==> src/hdl/two_wheel_speed_balancer_defines.svh <==
// ----------------------------------------------------------------------------
// two_wheel_speed_balancer_defines
// Assertion macros used by the speed balancer RTL.
// ----------------------------------------------------------------------------
`ifndef TWO_WHEEL_SPEED_BALANCER_DEFINES_SVH
`define TWO_WHEEL_SPEED_BALANCER_DEFINES_SVH

// Same-cycle implication, disabled during reset.
`define TWS_ASSERT_SAME(label, clk, rst, ante, cons, msg) \
   label: assert property (@(posedge clk) disable iff (rst) (ante) |-> (cons)) \
      else $error(msg);

// Next-cycle implication, disabled during reset.
`define TWS_ASSERT_NEXT(label, clk, rst, ante, cons, msg) \
   label: assert property (@(posedge clk) disable iff (rst) (ante) |=> (cons)) \
      else $error(msg);

`endif

==> src/hdl/tws_pkg.sv <==
// ----------------------------------------------------------------------------
// tws_pkg
// Types, constants and reciprocal factors for the two-wheel speed balancer.
// ----------------------------------------------------------------------------
package tws_pkg;

   localparam int COUNTER_BITS = 16;
   localparam int REG_W        = 16;
   localparam int PCT_W        = 8;
   localparam int PCT_MAX      = 100;
   localparam int PCT_CLAMP_W  = 7;
   localparam int SPEED_PROD_W = REG_W + PCT_CLAMP_W;

   localparam logic [REG_W-1:0] FULL_SCALE_RESET = 16'd1000;
   localparam logic [REG_W-1:0] RATIO_RESET      = 16'd4096;

   // floor(x / 100) = (x * DIV100_MAGIC) >> DIV100_SHIFT for x < 2^23
   localparam int DIV100_SHIFT   = 30;
   localparam int DIV100_MAGIC_W = 24;
   localparam logic [DIV100_MAGIC_W-1:0] DIV100_MAGIC =
      DIV100_MAGIC_W'(((64'd1 << DIV100_SHIFT) + 64'd99) / 64'd100);

   // floor(x / 10) for x < 2^(COUNTER_BITS+1)
   localparam int DIV10_SHIFT   = COUNTER_BITS + 5;
   localparam int DIV10_MAGIC_W = COUNTER_BITS + 2;
   localparam logic [DIV10_MAGIC_W-1:0] DIV10_MAGIC =
      DIV10_MAGIC_W'(((64'd1 << DIV10_SHIFT) + 64'd9) / 64'd10);

   localparam int BOOST_STEP   = 3;
   localparam int EDGE_MIN     = 8;
   localparam int DROP_OFFSET  = 16;
   localparam int CORR_GAIN    = 5;
   localparam int Q_FRAC       = 12;
   localparam int CORR_MAX     = 32767;
   localparam int CORR_MIN     = -32768;

   typedef enum logic [1:0] {
      OP_LEFT_EDGE  = 2'd0,
      OP_RIGHT_EDGE = 2'd1,
      OP_SAMPLE     = 2'd2,
      OP_SET_SPEED  = 2'd3
   } op_type;

   typedef enum logic [0:0] {
      CSR_FULL_SCALE = 1'b0,
      CSR_RATIO      = 1'b1
   } csr_index_type;

   typedef struct packed {
      logic [COUNTER_BITS-1:0] left;
      logic [COUNTER_BITS-1:0] right;
      logic [REG_W-1:0]        base;
      logic [REG_W-1:0]        boost;
      logic signed [REG_W-1:0] corr;
      logic [REG_W-1:0]        ratio;
   } sample_in_type;

   typedef struct packed {
      logic [REG_W-1:0]        boost;
      logic signed [REG_W-1:0] corr;
      logic [REG_W-1:0]        motor0;
      logic [REG_W-1:0]        motor1;
   } sample_out_type;

endpackage

==> src/hdl/tws_req_if.sv <==
// ----------------------------------------------------------------------------
// tws_req_if
// Request channel: encoder edges, sample ticks and set-speed commands.
// ----------------------------------------------------------------------------
interface tws_req_if;
   import tws_pkg::*;

   logic             valid;
   logic             ready;
   op_type           op;
   logic [PCT_W-1:0] speed_percent;

   modport source (output valid, op, speed_percent, input ready);
   modport sink (input valid, op, speed_percent, output ready);
endinterface

==> src/hdl/tws_rsp_if.sv <==
// ----------------------------------------------------------------------------
// tws_rsp_if
// Response channel: the two motor compare values.
// ----------------------------------------------------------------------------
interface tws_rsp_if;
   import tws_pkg::*;

   logic             valid;
   logic             ready;
   logic [REG_W-1:0] motor0_compare;
   logic [REG_W-1:0] motor1_compare;

   modport source (output valid, motor0_compare, motor1_compare, input ready);
   modport sink (input valid, motor0_compare, motor1_compare, output ready);
endinterface

==> src/hdl/two_wheel_speed_balancer.sv <==
// ----------------------------------------------------------------------------
// two_wheel_speed_balancer
// Balances two wheel motors from encoder edge counts.
// Usage: send items on req_bus (op: left edge, right edge, sample tick, set
// speed with speed_percent). Edges bump wrapping counters; set speed loads
// the base compare as full_scale * min(percent,100) / 100. A sample tick
// reads and clears both counts and, while the base is nonzero, updates the
// stall boost and balance correction and returns one beat on rsp_bus with
// the two motor compares. Other items return nothing.
// A sample tick is registered in the input stage, executes from there,
// and its result beat is registered in the output register.
// Throughput: one item per cycle unless stalled; execute does all work in
// one pass, the widest path being the right-count times ratio multiplier.
// Stall: a held result beat keeps the next sample tick with a live base
// waiting in the execute stage, and that tick holds off the input; items
// ahead of it keep flowing, and a new beat loads in the cycle the old one
// is taken.
// Reset: synchronous; clears counts, base, boost, correction and restores
// the full-scale period to 1000, ratio = 1.0 (Q4.12). Write csr_* only
// while idle.
// ----------------------------------------------------------------------------
`include "two_wheel_speed_balancer_defines.svh"

module two_wheel_speed_balancer (
   input  logic                   clock,
   input  logic                   reset,
   tws_req_if.sink                req_bus,
   tws_rsp_if.source              rsp_bus,
   input  logic                   csr_we,
   input  tws_pkg::csr_index_type csr_index,
   input  logic [tws_pkg::REG_W-1:0] csr_wdata
);
   import tws_pkg::*;

   localparam int BPROD_W = SPEED_PROD_W + DIV100_MAGIC_W;

   // configuration
   logic [REG_W-1:0] full_scale_ff, full_scale_in;
   logic [REG_W-1:0] ratio_ff, ratio_in;

   // input stage
   logic                    stg_valid_ff, stg_valid_in;
   op_type                  stg_op_ff;
   logic [SPEED_PROD_W-1:0] stg_prod_ff;
   logic [PCT_CLAMP_W-1:0]  pct_clamped;
   logic [SPEED_PROD_W-1:0] speed_prod;
   logic                    req_take;

   // block state
   logic [COUNTER_BITS-1:0] left_ff, left_in;
   logic [COUNTER_BITS-1:0] right_ff, right_in;
   logic [REG_W-1:0]        base_compare_ff, base_compare_in;
   logic [REG_W-1:0]        stall_boost_ff, stall_boost_in;
   logic signed [REG_W-1:0] correction_ff, correction_in;

   // execute
   logic [BPROD_W-1:0] base_prod;
   logic [REG_W-1:0]   new_base;
   logic               produces_result;
   logic               exec_fire;
   sample_in_type      smp_in;
   sample_out_type     smp_out;

   // output register
   logic             rsp_valid_ff, rsp_valid_in;
   logic [REG_W-1:0] motor0_ff;
   logic [REG_W-1:0] motor1_ff;
   logic             rsp_load;

   // Config writes are to land only while idle (the block does not enforce
   // this), so the period is safe to fold into the speed product at the input.
   always_comb begin
      full_scale_in = full_scale_ff;
      ratio_in      = ratio_ff;
      if (csr_we) begin
         unique case (csr_index)
            CSR_FULL_SCALE: full_scale_in = csr_wdata;
            CSR_RATIO:      ratio_in      = csr_wdata;
            default:        full_scale_in = full_scale_ff;
         endcase
      end
   end

   // Clamp the percent and form period * percent ahead of the divide.
   always_comb begin
      pct_clamped = (req_bus.speed_percent > PCT_W'(PCT_MAX)) ?
                    PCT_CLAMP_W'(PCT_MAX) : req_bus.speed_percent[PCT_CLAMP_W-1:0];
      speed_prod  = SPEED_PROD_W'(full_scale_ff) * SPEED_PROD_W'(pct_clamped);
   end

   // Hold the staged item until it can execute. Only a sample tick that
   // yields a result can wait, and only on a full, unread output register.
   always_comb begin
      produces_result = (stg_op_ff == OP_SAMPLE) && (base_compare_ff != '0);
      exec_fire       = stg_valid_ff &&
                        (!produces_result || !rsp_valid_ff || rsp_bus.ready);
      req_take        = req_bus.valid && req_bus.ready;
      stg_valid_in    = req_take || (stg_valid_ff && !exec_fire);
      req_bus.ready   = !stg_valid_ff || exec_fire;
   end

   // divide by 100 through a reciprocal multiply
   always_comb begin
      base_prod = BPROD_W'(stg_prod_ff) * BPROD_W'(DIV100_MAGIC);
      new_base  = base_prod[DIV100_SHIFT +: REG_W];
   end

   always_comb begin
      smp_in.left  = left_ff;
      smp_in.right = right_ff;
      smp_in.base  = base_compare_ff;
      smp_in.boost = stall_boost_ff;
      smp_in.corr  = correction_ff;
      smp_in.ratio = ratio_ff;
   end

   tws_sample_unit u_sample (
      .smp_in  (smp_in),
      .smp_out (smp_out)
   );

   // Advance the block state for the executing item.
   always_comb begin
      left_in         = left_ff;
      right_in        = right_ff;
      base_compare_in = base_compare_ff;
      stall_boost_in  = stall_boost_ff;
      correction_in   = correction_ff;
      if (exec_fire) begin
         unique case (stg_op_ff)
            OP_LEFT_EDGE: begin
               left_in = left_ff + COUNTER_BITS'(1);
            end
            OP_RIGHT_EDGE: begin
               right_in = right_ff + COUNTER_BITS'(1);
            end
            OP_SET_SPEED: begin
               // a new base drops any stall boost; the correction stays
               if (new_base != base_compare_ff) begin
                  base_compare_in = new_base;
                  stall_boost_in  = '0;
               end
            end
            OP_SAMPLE: begin
               left_in  = '0;
               right_in = '0;
               if (produces_result) begin
                  stall_boost_in = smp_out.boost;
                  correction_in  = smp_out.corr;
               end
            end
            default: begin
               left_in = left_ff;
            end
         endcase
      end
   end

   // Load the output register on a result; drop valid once the beat is taken.
   always_comb begin
      rsp_load     = exec_fire && produces_result;
      rsp_valid_in = rsp_load || (rsp_valid_ff && !rsp_bus.ready);
   end

   always_ff @(posedge clock) begin
      if (reset) begin
         full_scale_ff   <= FULL_SCALE_RESET;
         ratio_ff        <= RATIO_RESET;
         stg_valid_ff    <= 1'b0;
         left_ff         <= '0;
         right_ff        <= '0;
         base_compare_ff <= '0;
         stall_boost_ff  <= '0;
         correction_ff   <= '0;
         rsp_valid_ff    <= 1'b0;
      end else begin
         full_scale_ff   <= full_scale_in;
         ratio_ff        <= ratio_in;
         stg_valid_ff    <= stg_valid_in;
         left_ff         <= left_in;
         right_ff        <= right_in;
         base_compare_ff <= base_compare_in;
         stall_boost_ff  <= stall_boost_in;
         correction_ff   <= correction_in;
         rsp_valid_ff    <= rsp_valid_in;
      end
   end

   // payload registers, no reset
   always_ff @(posedge clock) begin
      if (req_take) begin
         stg_op_ff   <= req_bus.op;
         stg_prod_ff <= speed_prod;
      end
      if (rsp_load) begin
         motor0_ff <= smp_out.motor0;
         motor1_ff <= smp_out.motor1;
      end
   end

   assign rsp_bus.valid          = rsp_valid_ff;
   assign rsp_bus.motor0_compare = motor0_ff;
   assign rsp_bus.motor1_compare = motor1_ff;

   // A sample tick always leaves both counters cleared.
   `TWS_ASSERT_NEXT(a_sample_clears_counts, clock, reset, exec_fire && stg_op_ff == OP_SAMPLE, left_ff == '0 && right_ff == '0, "sample tick did not clear edge counts")
   // A changed base takes effect and clears the stall boost.
   `TWS_ASSERT_NEXT(a_new_base_clears_boost, clock, reset, exec_fire && stg_op_ff == OP_SET_SPEED && new_base != base_compare_ff, stall_boost_ff == '0 && base_compare_ff == $past(new_base), "new base did not clear boost")
   // A result beat only starts from an executed sample tick with a live base.
   `TWS_ASSERT_SAME(a_rsp_from_sample, clock, reset, $rose(rsp_valid_ff), $past(exec_fire && produces_result), "result beat without a sample tick")

endmodule

==> src/hdl/tws_sample_unit.sv <==
// ----------------------------------------------------------------------------
// tws_sample_unit
// Sample-tick math: stall boost, balance correction and motor compares.
// ----------------------------------------------------------------------------
module tws_sample_unit (
   input  tws_pkg::sample_in_type  smp_in,
   output tws_pkg::sample_out_type smp_out
);
   import tws_pkg::*;

   localparam int CB        = COUNTER_BITS;
   localparam int DROP_W    = CB - 2;
   localparam int DPROD_W   = 2 * CB + 3;
   localparam int CMP_W     = (DROP_W > REG_W) ? DROP_W : REG_W;
   localparam int RPROD_W   = CB + REG_W;
   localparam int ACC_W     = CB + 21;
   localparam int MOT_W     = REG_W + 3;

   logic                    any_zero;
   logic                    both_busy;
   logic [REG_W:0]          boost_inc;
   logic [CB:0]             sum_m16;
   logic [DPROD_W-1:0]      drop_prod;
   logic [DROP_W-1:0]       drop;
   logic [CMP_W-1:0]        drop_ext;
   logic [CMP_W-1:0]        boost_ext;
   logic [REG_W-1:0]        boost_new;

   logic [RPROD_W-1:0]      r_prod;
   logic signed [ACC_W-1:0] l_scaled;
   logic signed [ACC_W-1:0] r_scaled;
   logic signed [ACC_W-1:0] diff;
   logic signed [ACC_W-1:0] gained;
   logic signed [ACC_W-1:0] corr_scaled;
   logic signed [ACC_W-1:0] acc;
   logic signed [ACC_W-1:0] acc_adj;
   logic signed [ACC_W-1:0] quot;
   logic signed [REG_W-1:0] corr_new;

   logic signed [REG_W:0]   corr_w;
   logic signed [REG_W:0]   half;
   logic [REG_W:0]          base_sum;
   logic signed [MOT_W-1:0] m0;
   logic signed [MOT_W-1:0] m1;

   function automatic logic [REG_W-1:0] clamp_u16(input logic signed [MOT_W-1:0] v);
      logic [REG_W-1:0] res;
      if (v < 0) begin
         res = '0;
      end else if (v > MOT_W'(signed'(65535))) begin
         res = '1;
      end else begin
         res = v[REG_W-1:0];
      end
      return res;
   endfunction

   // stall boost
   always_comb begin
      any_zero  = (smp_in.left == '0) || (smp_in.right == '0);
      both_busy = (smp_in.left > CB'(EDGE_MIN)) && (smp_in.right > CB'(EDGE_MIN));
      boost_inc = {1'b0, smp_in.boost} + (REG_W+1)'(BOOST_STEP);
      sum_m16   = {1'b0, smp_in.left} + {1'b0, smp_in.right} - (CB+1)'(DROP_OFFSET);
      drop_prod = DPROD_W'(sum_m16) * DPROD_W'(DIV10_MAGIC);
      drop      = drop_prod[DIV10_SHIFT +: DROP_W];
      drop_ext  = CMP_W'(drop);
      boost_ext = CMP_W'(smp_in.boost);

      priority if (any_zero) begin
         boost_new = boost_inc[REG_W] ? '1 : boost_inc[REG_W-1:0];
      end else if ((smp_in.boost != '0) && both_busy) begin
         boost_new = (drop_ext >= boost_ext) ? '0 : REG_W'(boost_ext - drop_ext);
      end else begin
         boost_new = smp_in.boost;
      end
   end

   // balance correction, Q4.12 accumulate then truncate toward zero
   always_comb begin
      r_prod      = RPROD_W'(smp_in.right) * RPROD_W'(smp_in.ratio);
      l_scaled    = signed'(ACC_W'({smp_in.left, {Q_FRAC{1'b0}}}));
      r_scaled    = signed'(ACC_W'(r_prod));
      diff        = l_scaled - r_scaled;
      gained      = diff * ACC_W'(signed'(CORR_GAIN));
      corr_scaled = ACC_W'(signed'(smp_in.corr)) <<< Q_FRAC;
      acc         = corr_scaled + gained;
      acc_adj     = acc + ((acc < 0) ? ACC_W'(signed'((1 << Q_FRAC) - 1)) : '0);
      quot        = acc_adj >>> Q_FRAC;

      priority if (quot > ACC_W'(CORR_MAX)) begin
         corr_new = REG_W'(CORR_MAX);
      end else if (quot < ACC_W'(CORR_MIN)) begin
         corr_new = REG_W'(CORR_MIN);
      end else begin
         corr_new = quot[REG_W-1:0];
      end
   end

   // motor compares
   always_comb begin
      corr_w   = (REG_W+1)'(corr_new);
      half     = (corr_w + signed'({{REG_W{1'b0}}, corr_w[REG_W]})) >>> 1;
      base_sum = {1'b0, smp_in.base} + {1'b0, boost_new};
      m0       = signed'(MOT_W'(base_sum)) - MOT_W'(half);
      m1       = signed'(MOT_W'(base_sum)) + MOT_W'(half);

      smp_out.boost  = boost_new;
      smp_out.corr   = corr_new;
      smp_out.motor0 = clamp_u16(m0);
      smp_out.motor1 = clamp_u16(m1);
   end

endmodule
==> src/flat_wrapper.sv <==
// flat-port wrapper written by rule: the top's interface ports become plain ports
module two_wheel_speed_balancer_flat import tws_pkg::*;
  (clock, reset, csr_we, csr_index, csr_wdata, req_bus_valid, req_bus_op, req_bus_speed_percent, req_bus_ready, rsp_bus_valid, rsp_bus_motor0_compare, rsp_bus_motor1_compare, rsp_bus_ready);
  tws_req_if req_bus_i ();
  tws_rsp_if rsp_bus_i ();
  input  logic clock;
  input  logic reset;
  input  logic csr_we;
  input  tws_pkg::csr_index_type csr_index;
  input  logic [tws_pkg::REG_W-1:0] csr_wdata;
  input wire logic [$bits(req_bus_i.valid)-1:0] req_bus_valid;
  input wire logic [$bits(req_bus_i.op)-1:0] req_bus_op;
  input wire logic [$bits(req_bus_i.speed_percent)-1:0] req_bus_speed_percent;
  output wire logic [$bits(req_bus_i.ready)-1:0] req_bus_ready;
  output wire logic [$bits(rsp_bus_i.valid)-1:0] rsp_bus_valid;
  output wire logic [$bits(rsp_bus_i.motor0_compare)-1:0] rsp_bus_motor0_compare;
  output wire logic [$bits(rsp_bus_i.motor1_compare)-1:0] rsp_bus_motor1_compare;
  input wire logic [$bits(rsp_bus_i.ready)-1:0] rsp_bus_ready;
  assign req_bus_i.valid = req_bus_valid;
  assign req_bus_i.op = req_bus_op;
  assign req_bus_i.speed_percent = req_bus_speed_percent;
  assign req_bus_ready = req_bus_i.ready;
  assign rsp_bus_valid = rsp_bus_i.valid;
  assign rsp_bus_motor0_compare = rsp_bus_i.motor0_compare;
  assign rsp_bus_motor1_compare = rsp_bus_i.motor1_compare;
  assign rsp_bus_i.ready = rsp_bus_ready;
  two_wheel_speed_balancer u_core (.clock(clock), .reset(reset), .req_bus(req_bus_i), .rsp_bus(rsp_bus_i), .csr_we(csr_we), .csr_index(csr_index), .csr_wdata(csr_wdata));
endmodule
==> config.mk <==
export PLATFORM = sky130hd
export DESIGN_NAME = two_wheel_speed_balancer_flat
export DESIGN_NICKNAME = d
export VERILOG_FILES = /design/src/hdl/tws_pkg.sv /design/src/hdl/tws_req_if.sv /design/src/hdl/tws_rsp_if.sv /design/src/hdl/two_wheel_speed_balancer.sv /design/src/hdl/tws_sample_unit.sv /design/src/flat_wrapper.sv
export VERILOG_INCLUDE_DIRS = /design/src /design/src/hdl
export SDC_FILE = /design/constraint.sdc
export NUM_CORES = 2
export LEC_CHECK = 0
export BUFFER_PORTS_ARGS = -buffer_cell sky130_fd_sc_hd__buf_2
export CORE_MARGIN = 8
export CORE_UTILIZATION = 60
export CTS_BUF_LIST = sky130_fd_sc_hd__clkbuf_8
export DETAILED_ROUTE_END_ITERATION = 16
export PLACE_DENSITY = 0.77
export SLEW_MARGIN = 30
export SYNTH_ARGS = -nofsm -noshare
export SYNTH_HDL_FRONTEND = slang
export SYNTH_SLANG_ARGS = --single-unit
export TNS_END_PERCENT = 10
==> constraint.sdc <==
create_clock -name clock -period 22.4 [get_ports clock]
set_clock_uncertainty 0.1 [all_clocks]
set_input_delay 0 -clock clock [delete_from_list [all_inputs] [get_ports clock]]
set_output_delay 0 -clock clock [all_outputs]
set_load 0.01 [all_outputs]
==> results.json <==
{
  "status": "completed",
  "hold_violations": 0,
  "synth_cells": 4741,
  "grt_use_met3": 0.0267,
  "start_kind": "flop",
  "ys_top_cells_by_count": "1,013 x inv_1, 710 x ha_1, 594 x fa_1",
  "drt_iter0_drc": 2469,
  "netlist_top_cells_area": "fa_1 28%, ha_1 21%, inv_1 9.1%, dfxtp_1 5.4%, edfxtp_1 4.1%",
  "viasPerCell": 5.66,
  "crit_family": "compound AO/OA/AOI/OAI gates",
  "row_count": 97,
  "slowest_stage": "dfxtp_1",
  "fin_crit_sh": 0.816,
  "grt_max_degree": 56,
  "die_h_um": 280,
  "min_path_cells": 4,
  "use_met2": 0.462,
  "final-max-slew-violation-count": 0,
  "rsz0062_at_grt": "no",
  "async_reset_ff_frac": 0,
  "place_congestion": 0.978,
  "endpoint_kind": "flop",
  "required_ps": 22580,
  "numPortBuffers": 65,
  "root_buffer": "clkbuf_8",
  "cts.reportedPaths.clkPinSlew_ps": 120,
  "synth_flop_cell": "dfxtp_1",
  "synth-seq-area-share": 0.0952,
  "grt_overflow_total": 0,
  "ant_nets": 0,
  "insertion_delay_ps": 590,
  "setup_viol": 0,
  "synthesis.nets": 6077,
  "synth.avg_cell_area_um2": 8.85,
  "tightest_slew_ps": 999,
  "cts_resized": 0,
  "whs_endpoint": "u_core.stg_prod_ff[0]$_DFFE_PP_",
  "r2r_start": "u_core.right_ff[10]$_SDFFE_PP0P_",
  "cap_violations": 0,
  "clock-sinks": 171,
  "vias": 32200,
  "post_cts_buffers": 0,
  "worstHoldStart": "req_bus_speed_percent[7]",
  "h-tree-depth": 4,
  "grt-busiest-layer": "met2",
  "layout.nets": 6068,
  "initial_core_util": 0.602,
  "synth_top_area_share": 0.283,
  "cts_buffers": 17,
  "fmax_ghz": 0.0547,
  "syn_area_um2": 42000,
  "drive_above_1_share": 0.0409,
  "timing.rr.end": "u_core.rsp_bus.motor0_compare[3]$_SDFFCE_PN0P_",
  "critPathBufInv": 9,
  "yosys_warnings": 0,
  "grt_use_total": 0.265,
  "grt_pass1_wl_um": 169000,
  "use_met1": 0.339,
  "area_growth_pct": 4.48,
  "firstDrtPassIters": 5,
  "cts.path.max_buffers": 2,
  "ys_ff_latch": 171,
  "avgRoutedWirePerCell_um": 18.0,
  "synth_edf_count": 57,
  "yosys.area.top_type": "fa_1",
  "hp-class": "in -> reg",
  "antenna_found_initial": 1,
  "cts_tree": "built",
  "die_x_um": 280,
  "r2r_slack_ps": 4120,
  "dpl.hpwl_um": 86400,
  "yosysMostFrequentCell": "inv_1",
  "wl_um": 102000,
  "reg2regPathDepth": 67,
  "io_pins": 66,
  "holdWs_ps": 68.8,
  "route.detailed.drc": 0,
  "grt_pass1_vias": 32900,
  "final.setup.tns_ps": 0,
  "path_max_fanout": 20,
  "maxSlewHeadroom": 0.333,
  "slowest_delay_ps": 920,
  "worstSetupPathType": "reg -> reg",
  "fp.dieArea_um2": 78600,
  "fin_crit_ps": 18280,
  "coreArea_um2": 69700,
  "ys_types": 107,
  "cp.arrival_ps": 18460
}
-- sequential cells by signal, indices dropped and copies added, names as in the netlist --
| register | flops |
|---|---|
| u_core.base_compare_ff | 16 |
| u_core.correction_ff | 16 |
| u_core.full_scale_ff | 16 |
| u_core.left_ff | 16 |
| u_core.ratio_ff | 16 |
| u_core.right_ff | 16 |
| u_core.rsp_bus.motor0_compare | 16 |
| u_core.rsp_bus.motor1_compare | 16 |
| u_core.rsp_bus.valid | 1 |
| u_core.stall_boost_ff | 16 |
| u_core.stg_op_ff | 2 |
| u_core.stg_prod_ff | 23 |
| u_core.stg_valid_ff | 1 |
-- worst reg2reg max path: cells and delay by family (launching register included) --
family,cells,cell delay (ps)
buffers and inverters,9,920
AND/OR/NAND/NOR,13,2680
AO/OA/AOI/OAI,28,6240
XOR/XNOR,3,760
multiplexers,1,570
adder cells (fa/ha/maj),13,5780
flip-flops,1,920
-- cells by family (layout without fill, tap and decap cells) --
kind of cell    count (synthesis)  count (layout)  share of synthesized area
fa+ha+maj                    1304            1304                      0.495
simple gates                 1167            1167                      0.137
buf+inv                      1157            1161                      0.105
compound gates                671             671                      0.108
xor+xnor                      240             240                     0.0526
flops                         171             171                     0.0952
mux                            31              31                    0.00760
other cells                     0               1                          0
-- per-stage QoR --
step	setup slack, ps	instance area (um^2)	util	std cells
6_report	4120	43800	0.629	5686
3_3_place_gp	4470	43000	0.617	5618
5_1_grt	2850	43800	0.629	5686
3_5_place_dp	4430	43000	0.618	5618
4_1_cts	4350	43800	0.629	5685
2_1_floorplan	6320	42000	-	4741
-- what timing repair did --
item / in CTS / in global routing
hold buffers: 35 / 0
endpoints found under the hold margin: 40 / 0
setup endpoints to repair: 0 / 0
-- worst max-delay path by stage --
stage	from	end	slack (ps)	cells past startpoint
finish	u_core.right_ff[10]$_SDFFE_PP0P_	u_core.rsp_bus.motor0_compare[3]$_SDFFCE_PN0P_	4120	67
global route	u_core.right_ff[10]$_SDFFE_PP0P_	u_core.rsp_bus.motor0_compare[1]$_SDFFCE_PN0P_	2850	69
CTS	u_core.right_ff[7]$_SDFFE_PP0P_	u_core.rsp_bus.motor0_compare[3]$_SDFFCE_PN0P_	4350	67
detailed placement	u_core.right_ff[7]$_SDFFE_PP0P_	u_core.rsp_bus.motor0_compare[3]$_SDFFCE_PN0P_	4430	67
global placement	u_core.right_ff[8]$_SDFFE_PP0P_	u_core.rsp_bus.motor0_compare[1]$_SDFFCE_PN0P_	4470	67
floorplan	u_core.right_ff[8]$_SDFFE_PP0P_	u_core.rsp_bus.motor0_compare[4]$_SDFFCE_PN0P_	6320	70
-- cells in the final DEF, fill, tap and decap left out, types with 17 or more instances in the layout --
master / netlist / routed
inv_1: 1013 / 1013
ha_1: 710 / 710
fa_1: 594 / 594
nand2_1: 415 / 415
a21oi_1: 226 / 225
nor2_1: 206 / 206
xnor2_1: 174 / 174
and2_1: 154 / 154
dfxtp_1: 114 / 114
o21ai_0: 100 / 100
nand3_1: 67 / 67
buf_2: 10 / 64
nor3_1: 58 / 58
xor2_1: 57 / 57
edfxtp_1: 57 / 57
and3_1: 56 / 56
a21o_1: 53 / 53
o21bai_1: 38 / 38
dlygate4sd3_1: 0 / 35
a211oi_1: 33 / 33
nand4_1: 33 / 33
o21a_1: 30 / 30
nor2b_1: 31 / 30
mux2i_1: 26 / 26
nand2b_1: 24 / 24
nor4_1: 23 / 23
or3_1: 18 / 18
nor4b_1: 17 / 17
nand3b_1: 17 / 17
clkbuf_8: 0 / 17
-- final cells by class --
cell class                 count  area [um^2]
clock buffer                  17          234
multi-input combinational   3413        33600
sequential                   171         3990
tap                          940         1180
fill                        6012        25800
clock inverter                15          201
antenna                        1         2.50
timing repair buffer         114          783
inverter                    1015         3810
-- layer usage --
metal	routed length (um)	part of all wire	vias up
met1	42500	0.42	15800
met5	0	0	-
met4	3910	0.038	0
met3	4890	0.048	204
met2	51000	0.50	892
li1	-	-	15300
Power is not shown: default switching activity piles up to over one toggle a cycle in this logic, so the estimate is an artifact.
